$ cat src/rtl/pcg_pkg.sv
package pcg_pkg;

  localparam logic [63:0] LcgMult    = 64'd6364136223846793005;
  localparam logic [63:0] ResetState = 64'h853c49e6748fea9b;
  localparam logic [63:0] ResetInc   = 64'hda3e39cb94b95bdb;

  localparam logic [3:0] ModeReseed = 4'd0;
  localparam logic [3:0] ModeRaw32  = 4'd1;
  localparam logic [3:0] ModeRaw64  = 4'd2;
  localparam logic [3:0] ModeFast   = 4'd3;
  localparam logic [3:0] ModeExact  = 4'd4;
  localparam logic [3:0] ModeFlt01  = 4'd5;
  localparam logic [3:0] ModeFlt11  = 4'd6;
  localparam logic [3:0] ModeDbl01  = 4'd7;
  localparam logic [3:0] ModeDbl11  = 4'd8;
  localparam logic [3:0] ModeProb   = 4'd9;

  localparam int DivSteps = 32;

  typedef enum logic [8:0] {
    StIdle = 9'b000000001,
    StClr  = 9'b000000010,
    StMul  = 9'b000000100,
    StAdv  = 9'b000001000,
    StSeed = 9'b000010000,
    StRmul = 9'b000100000,
    StRchk = 9'b001000000,
    StDiv  = 9'b010000000,
    StFin  = 9'b100000000
  } ctrl_state_e;

  typedef struct packed {
    logic load_in;
    logic clr;
    logic mul;
    logic adv;
    logic cap_hi;
    logic seed;
    logic rmul;
    logic div_start;
    logic div_step;
    logic load_out;
  } cmd_t;

  typedef struct packed {
    logic [3:0] mode;
    logic       m_lt_range;
    logic       m_lt_t;
  } sts_t;

  // XSH-RR output permutation of the old state.
  function automatic logic [31:0] xsh_rr(input logic [63:0] s);
    logic [63:0] x;
    logic [31:0] xs;
    logic [4:0]  rot;
    logic [4:0]  lrot;
    x    = (s ^ (s >> 18)) >> 27;
    xs   = x[31:0];
    rot  = s[63:59];
    lrot = 5'd0 - rot;
    return (xs >> rot) | (xs << lrot);
  endfunction

endpackage

$ cat src/rtl/pcg_ctrl.sv
module pcg_ctrl (
  input  logic          clk_i,
  input  logic          rst_ni,
  input  logic          in_valid_i,
  output logic          in_ready_o,
  output logic          out_valid_o,
  input  logic          out_ready_i,
  input  pcg_pkg::sts_t sts_i,
  output pcg_pkg::cmd_t cmd_o
);
  import pcg_pkg::*;

  ctrl_state_e state_q, state_d;
  logic        phase_q, phase_d;
  logic        tdone_q, tdone_d;
  logic [4:0]  cnt_q, cnt_d;
  logic        oval_q, oval_d;
  logic        wide;
  // Mode of a newly accepted word is visible next cycle; dispatch from a
  // pending flag keeps the decode on registered data.
  logic        disp_q;

  assign wide = (sts_i.mode == ModeRaw64) || (sts_i.mode == ModeDbl01) ||
                (sts_i.mode == ModeDbl11);

  always_comb begin
    state_d = state_q;
    phase_d = phase_q;
    tdone_d = tdone_q;
    cnt_d   = cnt_q;
    oval_d  = oval_q;
    cmd_o   = '0;
    if (out_ready_i) begin
      oval_d = 1'b0;
    end
    unique case (state_q)
      StIdle: begin
        if (disp_q) begin
          // Route a freshly accepted word by its mode.
          if (sts_i.mode == ModeReseed) begin
            state_d = StClr;
          end else if (sts_i.mode <= ModeProb) begin
            state_d = StMul;
          end else begin
            state_d = StFin;
          end
        end else if (in_valid_i) begin
          cmd_o.load_in = 1'b1;
          phase_d = 1'b0;
          tdone_d = 1'b0;
        end
      end
      StClr: begin
        cmd_o.clr = 1'b1;
        state_d   = StMul;
      end
      StMul: begin
        cmd_o.mul = 1'b1;
        state_d   = StAdv;
      end
      StAdv: begin
        cmd_o.adv = 1'b1;
        if (sts_i.mode == ModeReseed) begin
          phase_d = 1'b1;
          state_d = phase_q ? StFin : StSeed;
        end else if (wide && !phase_q) begin
          cmd_o.cap_hi = 1'b1;
          phase_d = 1'b1;
          state_d = StMul;
        end else if ((sts_i.mode == ModeFast) || (sts_i.mode == ModeExact)) begin
          state_d = StRmul;
        end else begin
          state_d = StFin;
        end
      end
      StSeed: begin
        cmd_o.seed = 1'b1;
        state_d    = StMul;
      end
      StRmul: begin
        cmd_o.rmul = 1'b1;
        state_d    = (sts_i.mode == ModeExact) ? StRchk : StFin;
      end
      StRchk: begin
        // Rejection: the modulo threshold is formed once, then words are redrawn.
        if (!sts_i.m_lt_range) begin
          state_d = StFin;
        end else if (!tdone_q) begin
          cmd_o.div_start = 1'b1;
          cnt_d   = '0;
          state_d = StDiv;
        end else if (sts_i.m_lt_t) begin
          state_d = StMul;
        end else begin
          state_d = StFin;
        end
      end
      StDiv: begin
        cmd_o.div_step = 1'b1;
        cnt_d = cnt_q + 5'd1;
        if (cnt_q == 5'(DivSteps - 1)) begin
          tdone_d = 1'b1;
          state_d = StRchk;
        end
      end
      StFin: begin
        if (!oval_q || out_ready_i) begin
          cmd_o.load_out = 1'b1;
          oval_d  = 1'b1;
          state_d = StIdle;
        end
      end
      default: state_d = StIdle;
    endcase
  end

  always_ff @(posedge clk_i or negedge rst_ni) begin
    if (!rst_ni) begin
      state_q <= StIdle;
      phase_q <= 1'b0;
      tdone_q <= 1'b0;
      cnt_q   <= '0;
      oval_q  <= 1'b0;
      disp_q  <= 1'b0;
    end else begin
      disp_q  <= cmd_o.load_in;
      phase_q <= phase_d;
      tdone_q <= tdone_d;
      cnt_q   <= cnt_d;
      oval_q  <= oval_d;
      state_q <= state_d;
    end
  end

  assign in_ready_o  = (state_q == StIdle) && !disp_q;
  assign out_valid_o = oval_q;

endmodule

$ cat config.mk
export PLATFORM = sky130hd
export DESIGN_NAME = pcg_ctrl
export DESIGN_NICKNAME = d
export VERILOG_FILES = /design/src/rtl/pcg_pkg.sv /design/src/rtl/pcg_ctrl.sv
export SDC_FILE = /design/constraint.sdc
export NUM_CORES = 1
export LEC_CHECK = 0
export BUFFER_PORTS_ARGS = -buffer_cell sky130_fd_sc_hd__buf_2
export CELL_PAD_IN_SITES_DETAIL_PLACEMENT = 1
export CELL_PAD_IN_SITES_GLOBAL_PLACEMENT = 1
export CORE_UTILIZATION = 44
export DETAILED_ROUTE_END_ITERATION = 12
export PLACE_DENSITY_LB_ADDON = 0.1
export REMOVE_ABC_BUFFERS = 1
export SLEW_MARGIN = 20
export SYNTH_ARGS = -nofsm -noshare
export SYNTH_HDL_FRONTEND = slang
export SYNTH_SLANG_ARGS = --single-unit
$ cat constraint.sdc
create_clock -name clk_i -period 5.3 [get_ports clk_i]
set_input_delay 0.265 -clock clk_i [delete_from_list [all_inputs] [get_ports clk_i]]
set_output_delay 0.265 -clock clk_i [all_outputs]
set_load 0.02 [all_outputs]
# Yosys cells after proc, flatten, opt, wreduce, memory -nomap -nowiden
# Index checks and enable logic that the tools add are counted.
dict set report word_totals {
  reg_bits 18
  inputBits 10
  output_inout_bits 12
  elab_cells 92
}
dict set report op_classes {
  n_addsub 1
  n_lt_le_gt_ge 1
  eq_ne 23
  muxes 43
  n_reduce_logical 18
}
# cell n
set op_table {}
lappend op_table {{9-bit two-way mux} 13}
lappend op_table {{9-bit case mux with 8 select lines} 1}
lappend op_table {{1-bit two-way mux} 23}
lappend op_table {{2-bit inequality test, second input constant} 7}
lappend op_table {{5-bit two-way mux} 2}
lappend op_table {{5-bit case mux with 2 select lines} 1}
lappend op_table {{9-bit by 1-bit equality test with 1-bit output, second input constant} 1}
lappend op_table {{9-bit by 2-bit equality test with 1-bit output, second input constant} 1}
lappend op_table {{9-bit by 3-bit equality test with 1-bit output, second input constant} 1}
lappend op_table {{9-bit by 4-bit equality test with 1-bit output, second input constant} 1}
lappend op_table {{9-bit by 5-bit equality test with 1-bit output, second input constant} 1}
lappend op_table {{9-bit by 6-bit equality test with 1-bit output, second input constant} 1}
lappend op_table {{9-bit by 7-bit equality test with 1-bit output, second input constant} 1}
lappend op_table {{9-bit by 8-bit equality test with 1-bit output, second input constant} 1}
lappend op_table {{9-bit equality test, second input constant} 1}
lappend op_table {{4-bit by 2-bit equality test with 1-bit output, second input constant} 2}
lappend op_table {{4-bit by 3-bit equality test with 1-bit output, second input constant} 2}
lappend op_table {{4-bit AND reduction} 2}
lappend op_table {{3-bit AND reduction} 2}
lappend op_table {{2-bit nonzero test} 3}
lappend op_table {{5-bit by 1-bit adder with 5-bit output, second input constant} 1}
lappend op_table {{5-bit equality test, second input constant} 1}
lappend op_table {{4-bit equality test, second input constant} 1}
lappend op_table {{4-bit <= comparator, second input constant} 1}
lappend op_table {{other kinds (8)} 15}

# Longest topological paths before layout
# Gate-level depths: netlist of run 1.
dict set report depth {
  depth_word 7
  mapped_depth 8
  ltp_nobuf 7
}

# Worst setup path before layout of run 1
# No wires, ideal clock.
dict set report synth_timing {
  path_type {reg-to-reg}
  start {register state_q[5]}
  end {register state_q[2]}
  setup_ps 78
  arrival_ps 1844
  required_time_ps 5222
  setup_slack_ps 3378
  stages_incl_launch_ff 6
  path_buffers 0
  period_less_slack_ps 1922
  path_cell_list {dfrtp_1 -> nor4_4 -> nand4_1 -> nor3_1 -> a41oi_1 -> a21oi_1}
}
dict set report synth_between {
  elab_chain_len 3
  word_cells_on_any_way 15
  cone_classes {12 x eq/ne; 1 x mux; 2 x reduce/logical}
}
# item line_no
set synth_rtl {}
lappend synth_rtl {{from (decl)} pcg_ctrl.sv:13} ;# ctrl_state_e state_q, state_d;
lappend synth_rtl {{from (signal assigned)} pcg_ctrl.sv:119} ;# state_q <= StIdle;
lappend synth_rtl {{from (signal assigned)} pcg_ctrl.sv:131} ;# state_q <= state_d;
lappend synth_rtl {{9-bit by 5-bit equality test with 1-bit output, or another cell as far along} pcg_ctrl.sv:36} ;# unique case (state_q)
lappend synth_rtl {{2-bit OR reduction (no source line) / 2-bit inequality test (equally long branches)} --}
lappend synth_rtl {{9-bit case mux with 8 select lines / 3-bit AND reduction (equally long branches)} --}
# Parallel ways exist; a longest one is shown, timed or not.
# A chain may end at the register's enable or synchronous reset.

==> impl_metrics.json, run 1 <==
{
  "status": "finished clean",
  "row_count": 18,
  "fin_area_um2": 1340,
  "drt-wirelength-per-cell_um": 16.2,
  "cp_num_buf_inv": 2,
  "place_congestion": 0.784,
  "wl_um": 2970,
  "worstPathArrival_ns": 2.21,
  "first_pass_iters": 4,
  "clock-root-buffer": "clkbuf_4",
  "tns_ns": 0,
  "post_cts_resized": 0,
  "hold_viol": 0,
  "cts_sinks": 18,
  "fp.dieW_um": 54.2,
  "nets": 166,
  "cp_cell_sequence": "nor3_4 > nand4_1 > or3b_1 > inv_1 > buf_2",
  "clock_skew_ns": 0.00374,
  "fmax_ghz": 0.405,
  "synth_top_area_share_pct": 35.5,
  "cts_setup_buffers": 0,
  "yosys_warnings": 0,
  "p_clk_share_pct": 18.1,
  "multi_input_area_um2": 659,
  "cp_max_fo": 7,
  "synthesis.area_um2": 1200,
  "tightest_slew_ns": 0.721,
  "clk_path_buf_depth": 2,
  "cp-end-kind": "output port",
  "ios": 22,
  "slowest_stage": "or3b_1",
  "synth_cell_types": 49,
  "grt_antenna_before_repair": 0,
  "grt_pass1_wl_um": 4820,
  "critPathTopFamily": "simple AND/OR/NAND/NOR gates",
  "power_frac_comb_pct": 41.9,
  "start_util_pct": 47.5,
  "postRouteAntennaNets": 0,
  "clkTransAtPathRegs_ns": 0.11,
  "drive_gt1_share_pct": 22.9,
  "p_switching_w": 0.000203,
  "worstSkewPairLatency_ns": 0.31,
  "relSlewSlack_pct": 50.7,
  "setup_viol": 0,
  "netlist.top_cell.by_area": "dfrtp_1",
  "placed_area_um2": 1290,
  "power.leakage_nw": 0.631,
  "seqCellArea_um2": 452,
  "drt-vias-per-instance": 5.82,
  "hp-class": "input port to register",
  "drt_iter0_markers": 15,
  "syn_area_per_cell_um2": 8.81,
  "holdBufCountCts": 1,
  "syn_inst": 136,
  "min-delay-start": "in_valid_i",
  "grt_max_degree": 19,
  "grt_setup_unrepaired": "no",
  "sw_frac_of_total_pct": 41.0,
  "ys_seq_area_share_pct": 37.7,
  "synth_area_leaders": "dfrtp_1 35%, nand2_1 3.8%, nor2_1 3.8%, nor3_1 3.3%, dfstp_2 2.2%",
  "die-area_um2": 2940,
  "worst_r2r_path_depth": 7,
  "cp_data_required_time_ns": 5.04,
  "htreeDepth": 1,
  "hold_path_depth": 3,
  "finalCritPeriodShare_pct": 46.6,
  "cap_violations": 0,
  "insertedDiodeCount": 0,
  "grt_pass1_vias": 1030,
  "portBuffers": 21,
  "fp.coreArea_um2": 2520,
  "grt_overflow": 0,
  "power_density_nw_per_um2": 371,
  "drv_slew": 0,
  "cts-buffers-inserted": 3,
  "area_growth_pct": 11.4,
  "r2r_end": "state_q[8]",
  "dieHeight_um": 54.2,
  "grt_usage_pct": 23.5,
  "dp_hpwl_um": 2260,
  "pwr-share-seq_pct": 40.0,
  "peakVddDrop_mv": 0.220,
  "r2r-start": "cnt_q[0]",
  "hold_end": "disp_q",
  "via_count": 1065,
  "startpoint_type": "register",
  "critPathMaxStageDelay_ns": 0.55,
  "fill_cells": 332,
  "r2r_slack_ns": 3.21,
  "path_class": "register to output port",
  "cts_tree": "yes",
  "drcViolationCount": 0,
  "power.internal_w": 0.000293,
  "finalCriticalPeriod_ns": 2.47,
  "ys_ff_latch": 18
}
[layout by cell type (no fill, tap or decap), drive strengths merged, types with 3 or more instances in the layout]
master / count
xnor2: 3
nand2b: 4
nand4: 4
dfrtp: 17
a2111oi: 3
nor3: 10
a21oi: 4
o21ai: 5
clkbuf: 4
buf: 21
nor2: 13
nand2: 14
inv: 7
nand3b: 3
nand3: 5
[power by group through the flow]
stage                     logic (W)  registers, W  clock network (W)
after floorplan            0.000149      0.000195                  0
after detailed placement   0.000209      0.000201                  0
after global placement     0.000204      0.000199                  0
after global routing       0.000234      0.000203          0.0000944
after CTS                  0.000211      0.000198          0.0000879
final                      0.000208      0.000198          0.0000895
[stage by stage]
| stage | worst slack, ns | total power [W] | utilization (%) | hold slack, ns | std cells |
|---|---|---|---|---|---|
| 3_3_place_gp | 3.22 | 0.000403 | 51.1 | 0.216 | 178 |
| 5_1_grt | 2.72 | 0.000532 | 52.9 | 0.224 | 183 |
| 2_1_floorplan | 3.38 | 0.000345 | - | -0.0306 | 127 |
| 3_5_place_dp | 3.19 | 0.000409 | 51.1 | 0.229 | 178 |
| 6_report | 2.83 | 0.000496 | 52.9 | 0.213 | 183 |
| 4_1_cts | 2.83 | 0.000497 | 52.9 | 0.219 | 183 |
[final cells by class]
type / instances / area share (%)
Inverter: 8 / 2.62
Tap cell: 30 / 2.81
Timing Repair Buffer: 22 / 8.62
Clock buffer: 4 / 2.72
Sequential cell: 18 / 33.8
Multi-Input combinational cell: 101 / 49.4
[cells in the mapped netlist (all sizes together)]
library cell	n
clkinv	1
or3b	2
o32a	1
clkbuf	3
a22o	2
nor4b	1
xor2	2
nand3b	3
buf	6
a31o	1
nand2	14
nor4	2
or3	2
inv	7
dfstp	1
nor3	10
nand3	5
nor3b	1
nor2b	2
and3	2
o21a	1
nand2b	4
ha	2
o31a	2
o211ai	2
o22ai	1
xnor2	3
nand4b	1
dfrtp	17
nor2	13
o21ai	5
o32ai	1
nand4	4
o22a	1
a21oi	4
a2111oi	3
a41oi	1
maj3	1
o2111a	1
and3b	1
[flip-flops by register name, summed over array words and instances (netlist names)]
signal	cells
cnt_q	5
disp_q	1
out_valid_o	1
phase_q	1
state_q	9
tdone_q	1
[worst register-to-register path, stage by stage, from the launching register on]
cell,delay [ns]
dfrtp_1,0.43
ha_1,0.24
and3_1,0.17
ha_1,0.24
o22a_1,0.25
o32a_1,0.29
o21ai_1,0.19
o22ai_1,0.14
[layer usage]
metal / up-vias / global-route usage, % / wire length (um)
met5: - / 0 / 0
met4: 0 / 7.69 / 34
met3: 5 / 2.54 / 94
met2: 25 / 37.6 / 1360
met1: 510 / 32.7 / 1480
li1: 525 / - / -
[cell families after synthesis]
logic type / after synthesis / share of synthesized area (%)
AOI/OAI and AO/OA: 26 / 16.0
buffers and inverters: 17 / 7.31
and+or+nand+nor: 67 / 32.5
DFF: 18 / 37.7
xor gates and xnor gates: 5 / 3.65
adders and majority gates: 3 / 2.92
[how the worst max path moves through the flow]
stage / cells past startpoint / end / startpoint / slack, ns
floorplan: 5 / state_q[2] / state_q[5] / 3.38
global placement: 5 / cmd_o[2] / state_q[4] / 3.22
detailed placement: 5 / cmd_o[2] / state_q[4] / 3.19
CTS: 5 / cmd_o[2] / state_q[4] / 2.83
global route: 5 / cmd_o[2] / state_q[4] / 2.72
finish: 5 / cmd_o[2] / state_q[4] / 2.83
Power figures use the tool's default switching activity.
==> inputs of run 2 (changes only) <==
--- a/config.mk
+++ b/config.mk
@@ -8,7 +8,7 @@
 export BUFFER_PORTS_ARGS = -buffer_cell sky130_fd_sc_hd__buf_2
 export CELL_PAD_IN_SITES_DETAIL_PLACEMENT = 1
 export CELL_PAD_IN_SITES_GLOBAL_PLACEMENT = 1
-export CORE_UTILIZATION = 44
+export CORE_UTILIZATION = 41
 export DETAILED_ROUTE_END_ITERATION = 12
 export PLACE_DENSITY_LB_ADDON = 0.1
 export REMOVE_ABC_BUFFERS = 1
==> constraint.sdc (replaced) <==
create_clock -name clk_i -period 2.5 [get_ports clk_i]
set_input_delay 0.125 -clock clk_i [delete_from_list [all_inputs] [get_ports clk_i]]
set_output_delay 0.125 -clock clk_i [all_outputs]
set_load 0.02 [all_outputs]
==> run 2 against run 1 <==
Compared with the run above: die area up 7.0%; worst setup slack worse by 2.6 ns; cell count up 0.55%; combinational power up 120%; largest power group unchanged; critical path type unchanged; count of clock-buffer cells in the layout unchanged; sequential power up 110%.
==> impl_metrics.json, run 2 (same netlist as run 1, synthesis figures left out) <==
{
  "status": "finished clean",
  "cp_max_fo": 6,
  "grt_usage_pct": 20.7,
  "top_register": "state_q",
  "cts_tree": "yes",
  "fin_area_um2": 1340,
  "drv_slew": 0,
  "hp-class": "input port to register",
  "ios": 22,
  "seqCellArea_um2": 452,
  "via_count": 1067,
  "worstPathArrival_ns": 2.13,
  "drt_iter0_markers": 45,
  "power.internal_w": 0.000621,
  "dp_slack_ns": 0.485,
  "power_frac_comb_pct": 42.7,
  "finalCriticalPeriod_ns": 2.25,
  "area_growth_pct": 11.5,
  "grt_antenna_before_repair": 0,
  "grt_pass1_vias": 1102,
  "path_class": "register to output port",
  "sw_frac_of_total_pct": 40.9,
  "dp_hpwl_um": 2280,
  "power_density_nw_per_um2": 786,
  "clock_skew_ns": 0.00308,
  "dieHeight_um": 56.1,
  "insertedDiodeCount": 0,
  "cts-buffers-inserted": 3,
  "pwr-share-seq_pct": 40.1,
  "first_pass_iters": 4,
  "peakVddDrop_mv": 0.473,
  "grt_max_degree": 19,
  "setup_ws_ns": 0.247,
  "finalCritPeriodShare_pct": 90.1,
  "postRouteAntennaNets": 0,
  "grt_pass1_wl_um": 5060,
  "drt-vias-per-instance": 5.80,
  "clk_path_buf_depth": 2,
  "tns_ns": 0,
  "drt-wirelength-per-cell_um": 15.9,
  "cts_sinks": 18,
  "clkTransAtPathRegs_ns": 0.11,
  "fp.coreArea_um2": 2760,
  "dp.cells": 179,
  "largest_register_ffs": 9,
  "htreeDepth": 1,
  "row_count": 19,
  "p_switching_w": 0.000429,
  "relSlewSlack_pct": 58.2,
  "clock-root-buffer": "clkbuf_4",
  "nets": 166,
  "cp_data_required_time_ns": 2.38,
  "final_cell_mix": "21 x buf_2, 17 x dfrtp_1, 12 x nor2_1, 12 x nand2_1, 8 x nor3_1",
  "cap_violations": 0,
  "grt_setup_unrepaired": "no",
  "drcViolationCount": 0,
  "power.leakage_nw": 0.631,
  "wl_um": 2930,
  "worstSkewPairLatency_ns": 0.29,
  "tightest_slew_ns": 0.611,
  "r2r_slack_ns": 0.45,
  "start_util_pct": 43.5,
  "die-area_um2": 3140,
  "cp-end-kind": "output port",
  "startpoint_type": "register",
  "fp.dieW_um": 56.1,
  "setup_viol": 0,
  "hold_viol": 0,
  "place_congestion": 0.789,
  "p_clk_share_pct": 17.2,
  "fmax_ghz": 0.444,
  "drive_gt1_share_pct": 22.9,
  "mostFrequentLayoutCell": "buf_2",
  "largestRegisters": "state_q (9), cnt_q (5)",
  "multi_input_area_um2": 659,
  "fin_util_pct": 48.5,
  "fill_cells": 345,
  "placed_area_um2": 1290,
  "portBuffers": 21,
  "final_cells": 184,
  "grt_overflow": 0
}
run 2: metrics by stage:
step	power, W	hold slack, ns
after floorplan	0.000730	-0.171
after global placement	0.000859	0.0839
after detailed placement	0.000876	0.0835
after CTS	0.00106	0.0838
after global routing	0.00113	0.122
final	0.00105	0.0900
run 2: final timing paths:
| check | start | endpoint | cells past startpoint |
|---|---|---|---|
| max in group asynchronous | rst_ni | state_q[0] | 2 |
| hold / removal | in_valid_i | disp_q | 3 |
| hold reg to reg | cnt_q[3] | cnt_q[3] | 1 |
| setup reg to reg | cnt_q[0] | state_q[8] | 7 |
| setup / recovery | state_q[5] | cmd_o[5] | 4 |
| min in group asynchronous | rst_ni | state_q[3] | 2 |
run 2: layout make-up:
cell class | count | share of cell area, %
clock buffer | 4 | 2.72
timing repair buffer | 22 | 8.61
multi-input combinational | 101 | 49.3
inverter | 8 | 2.62
sequential | 18 | 33.8
tap | 31 | 2.90
run 2: routing by layer:
layer  track usage [%]  up-vias  part of all wire [%]
li1                  -      524                     -
met1              28.4      514                    49
met2              33.8       23                    46
met3              2.33        6                   3.2
met4              7.32        0                   1.4
met5                 0        -                     0
run 2: worst max-delay path, cell delays in order (launching register included):
cell and delay [ns]:
dfrtp_1 0.48, nor4_4 0.45, nand4_1 0.31, nor3_1 0.36
buf_2 0.23
run 2: power by group through the flow:
stage                     logic [W]  registers (W)  clock network (W)
after floorplan            0.000316       0.000414                  0
after global placement     0.000435       0.000424                  0
after detailed placement   0.000450       0.000426                  0
after CTS                  0.000455       0.000421           0.000189
after global routing       0.000502       0.000432           0.000198
final                      0.000448       0.000421           0.000181
run 2: repair_timing:
| action | in CTS | in global routing |
|---|---|---|
| resized for setup | 0 | 0 |
| hold endpoints to repair | 17 | 0 |
| hold buffers | 1 | 0 |
| buffers inserted | 0 | 0 |
==> inputs of run 3 (changes only) <==
==> constraint.sdc (replaced) <==
create_clock -name clk_i -period 2.2 [get_ports clk_i]
set_input_delay 0.11 -clock clk_i [delete_from_list [all_inputs] [get_ports clk_i]]
set_output_delay 0.11 -clock clk_i [all_outputs]
set_load 0.02 [all_outputs]
==> run 3 against run 2 <==
Compared with the run above: sequential power grew 14%; clock power grew 18%; die area is the same; register-to-register slack lost 0.39 ns; count of clock-buffer cells in the layout is the same; sequential share of layout area shrank 2.0 points; critical endpoint unchanged.
==> impl_metrics.json, run 3 (same netlist as run 1, synthesis figures left out) <==
{
  "finalCriticalPeriod_ns": 2.14,
  "clock-root-buffer": "clkbuf_4",
  "clkTransAtPathRegs_ns": 0.11,
  "drv_slew": 0,
  "grt_use_met2_pct": 37.4,
  "worstSkewPairLatency_ns": 0.30,
  "total_power_w": 0.00130,
  "drt-wirelength-per-cell_um": 16.3,
  "mostFrequentLayoutCell": "buf_2",
  "status": "finished clean",
  "drcViolationCount": 0,
  "cts-buffers-inserted": 3,
  "grt_usage_pct": 22.0,
  "grt_pass1_vias": 1149,
  "die-area_um2": 3140,
  "grt_overflow": 0,
  "drt-vias-per-instance": 5.85,
  "fmax_ghz": 0.467,
  "power.leakage_nw": 0.677,
  "startpoint_type": "register",
  "first_pass_iters": 4,
  "worstPathArrival_ns": 2.03,
  "grt.busiest_layer": "met2",
  "drive_gt1_share_pct": 29.8,
  "clk_path_buf_depth": 2,
  "peakVddDrop_mv": 0.506,
  "final_cell_mix": "21 x buf_2, 16 x dfrtp_1, 12 x nor2_1, 12 x nand2_1, 8 x buf_4",
  "start_util_pct": 43.5,
  "grt_pass1_wl_um": 5400,
  "power_density_nw_per_um2": 914,
  "r2r_slack_ns": 0.06,
  "area_growth_pct": 18.7,
  "grt_antenna_before_repair": 0,
  "tns_ns": 0,
  "row_count": 19,
  "fp.coreArea_um2": 2760,
  "dp.cells": 179,
  "cts_tree": "yes",
  "hp-class": "input port to register",
  "largestRegisters": "state_q (9), cnt_q (5)",
  "tightest_slew_ns": 0.518,
  "ios": 22,
  "insertedDiodeCount": 0,
  "r2r_end": "state_q[8]",
  "clock_skew_ns": 0.00182,
  "place_congestion": 0.824,
  "fill_cells": 336,
  "critPathTopFamily": "simple AND/OR/NAND/NOR gates",
  "finalCritPeriodShare_pct": 97.4,
  "path_class": "register to output port",
  "cp-end-kind": "output port",
  "relSlewSlack_pct": 65.0,
  "largest_register_ffs": 9,
  "cap_violations": 0,
  "grt_max_degree": 19,
  "hold_viol": 0,
  "nets": 174,
  "grt_setup_unrepaired": "yes",
  "final_cells": 192,
  "dieHeight_um": 56.1,
  "critPathCapture": "cmd_o[5]",
  "drt_iter0_markers": 30,
  "postRouteAntennaNets": 0,
  "cts_sinks": 18,
  "r2r-start": "state_q[5]",
  "setup_viol": 0,
  "via_count": 1124,
  "dp_hpwl_um": 2300,
  "cp_cell_sequence": "nor4_4 > nand4_1 > nor3_2 > buf_2",
  "cp_data_required_time_ns": 2.09,
  "worst_r2r_path_depth": 6,
  "critPathMaxStageDelay_ns": 0.50,
  "wl_um": 3130,
  "slowest_stage": "dfrtp_1",
  "met3_usage_pct": 2.56,
  "fp.dieW_um": 56.1,
  "htreeDepth": 1,
  "cp_max_fo": 6,
  "crit_cells": 4,
  "grtUsageMet1_pct": 28.7,
  "portBuffers": 21,
  "startpoint": "state_q[5]",
  "cp_num_buf_inv": 1,
  "top_register": "state_q"
}
run 3: metal layers:
metal	share of wire, %	vias up
met4	1.8	0
met2	48	24
li1	-	538
met3	3.3	6
met1	47	556
met5	0	-
run 3: how the worst min path moves through the flow:
| stage | endpoint | cells after the start | start |
|---|---|---|---|
| after floorplan | cnt_q[0] | 0 | rst_ni |
| after global placement | state_q[3] | 1 | rst_ni |
| after detailed placement | state_q[3] | 1 | rst_ni |
| after CTS | disp_q | 3 | in_valid_i |
| after global routing | disp_q | 3 | in_valid_i |
| final | disp_q | 3 | in_valid_i |
run 3: worst reg2reg max path, cell delays in order, from the launching register on:
cell and delay, ns:
dfrtp_1 0.50, nor4_4 0.44, nand4_1 0.33, buf_4 0.24, nor3_1 0.28, a2111oi_2 0.11
o22ai_1 0.15
run 3: stage by stage:
stage	setup slack [ns]	hold WS [ns]	area [um^2]	util, %
2_1_floorplan	0.278	-0.186	1150	-
3_3_place_gp	0.187	0.0649	1290	46.8
3_5_place_dp	0.179	0.0692	1290	46.8
4_1_cts	0.00217	0.0646	1370	49.6
5_1_grt	-0.0695	0.0917	1420	51.6
6_report	0.0575	0.0642	1420	51.6
run 3: area by class of cell:
class,instances,area (um^2),area share (%)
multi-input combinational,101,684,48.1
clock buffer,4,36.3,2.55
tap,31,38.8,2.73
timing repair buffer,30,175,12.3
inverter,8,35.0,2.46
sequential,18,453,31.8
run 3: power by group:
group,leakage [nW],internal (W),switching (W)
Clock,0.0210,0.000101,0.000112
Combinational,0.421,0.000277,0.000328
Sequential,0.235,0.000400,0.0000822
Total,0.677,0.000778,0.000522
run 3: repair_timing:
action / in CTS / in global routing
hold buffers: 1 / 0
hold endpoints to repair: 17 / 0
buffers inserted: 3 / 5
setup endpoints to repair: 3 / 5
pin swaps: 1 / 3
gates resized for setup: 2 / 5
cloned: 0 / 0
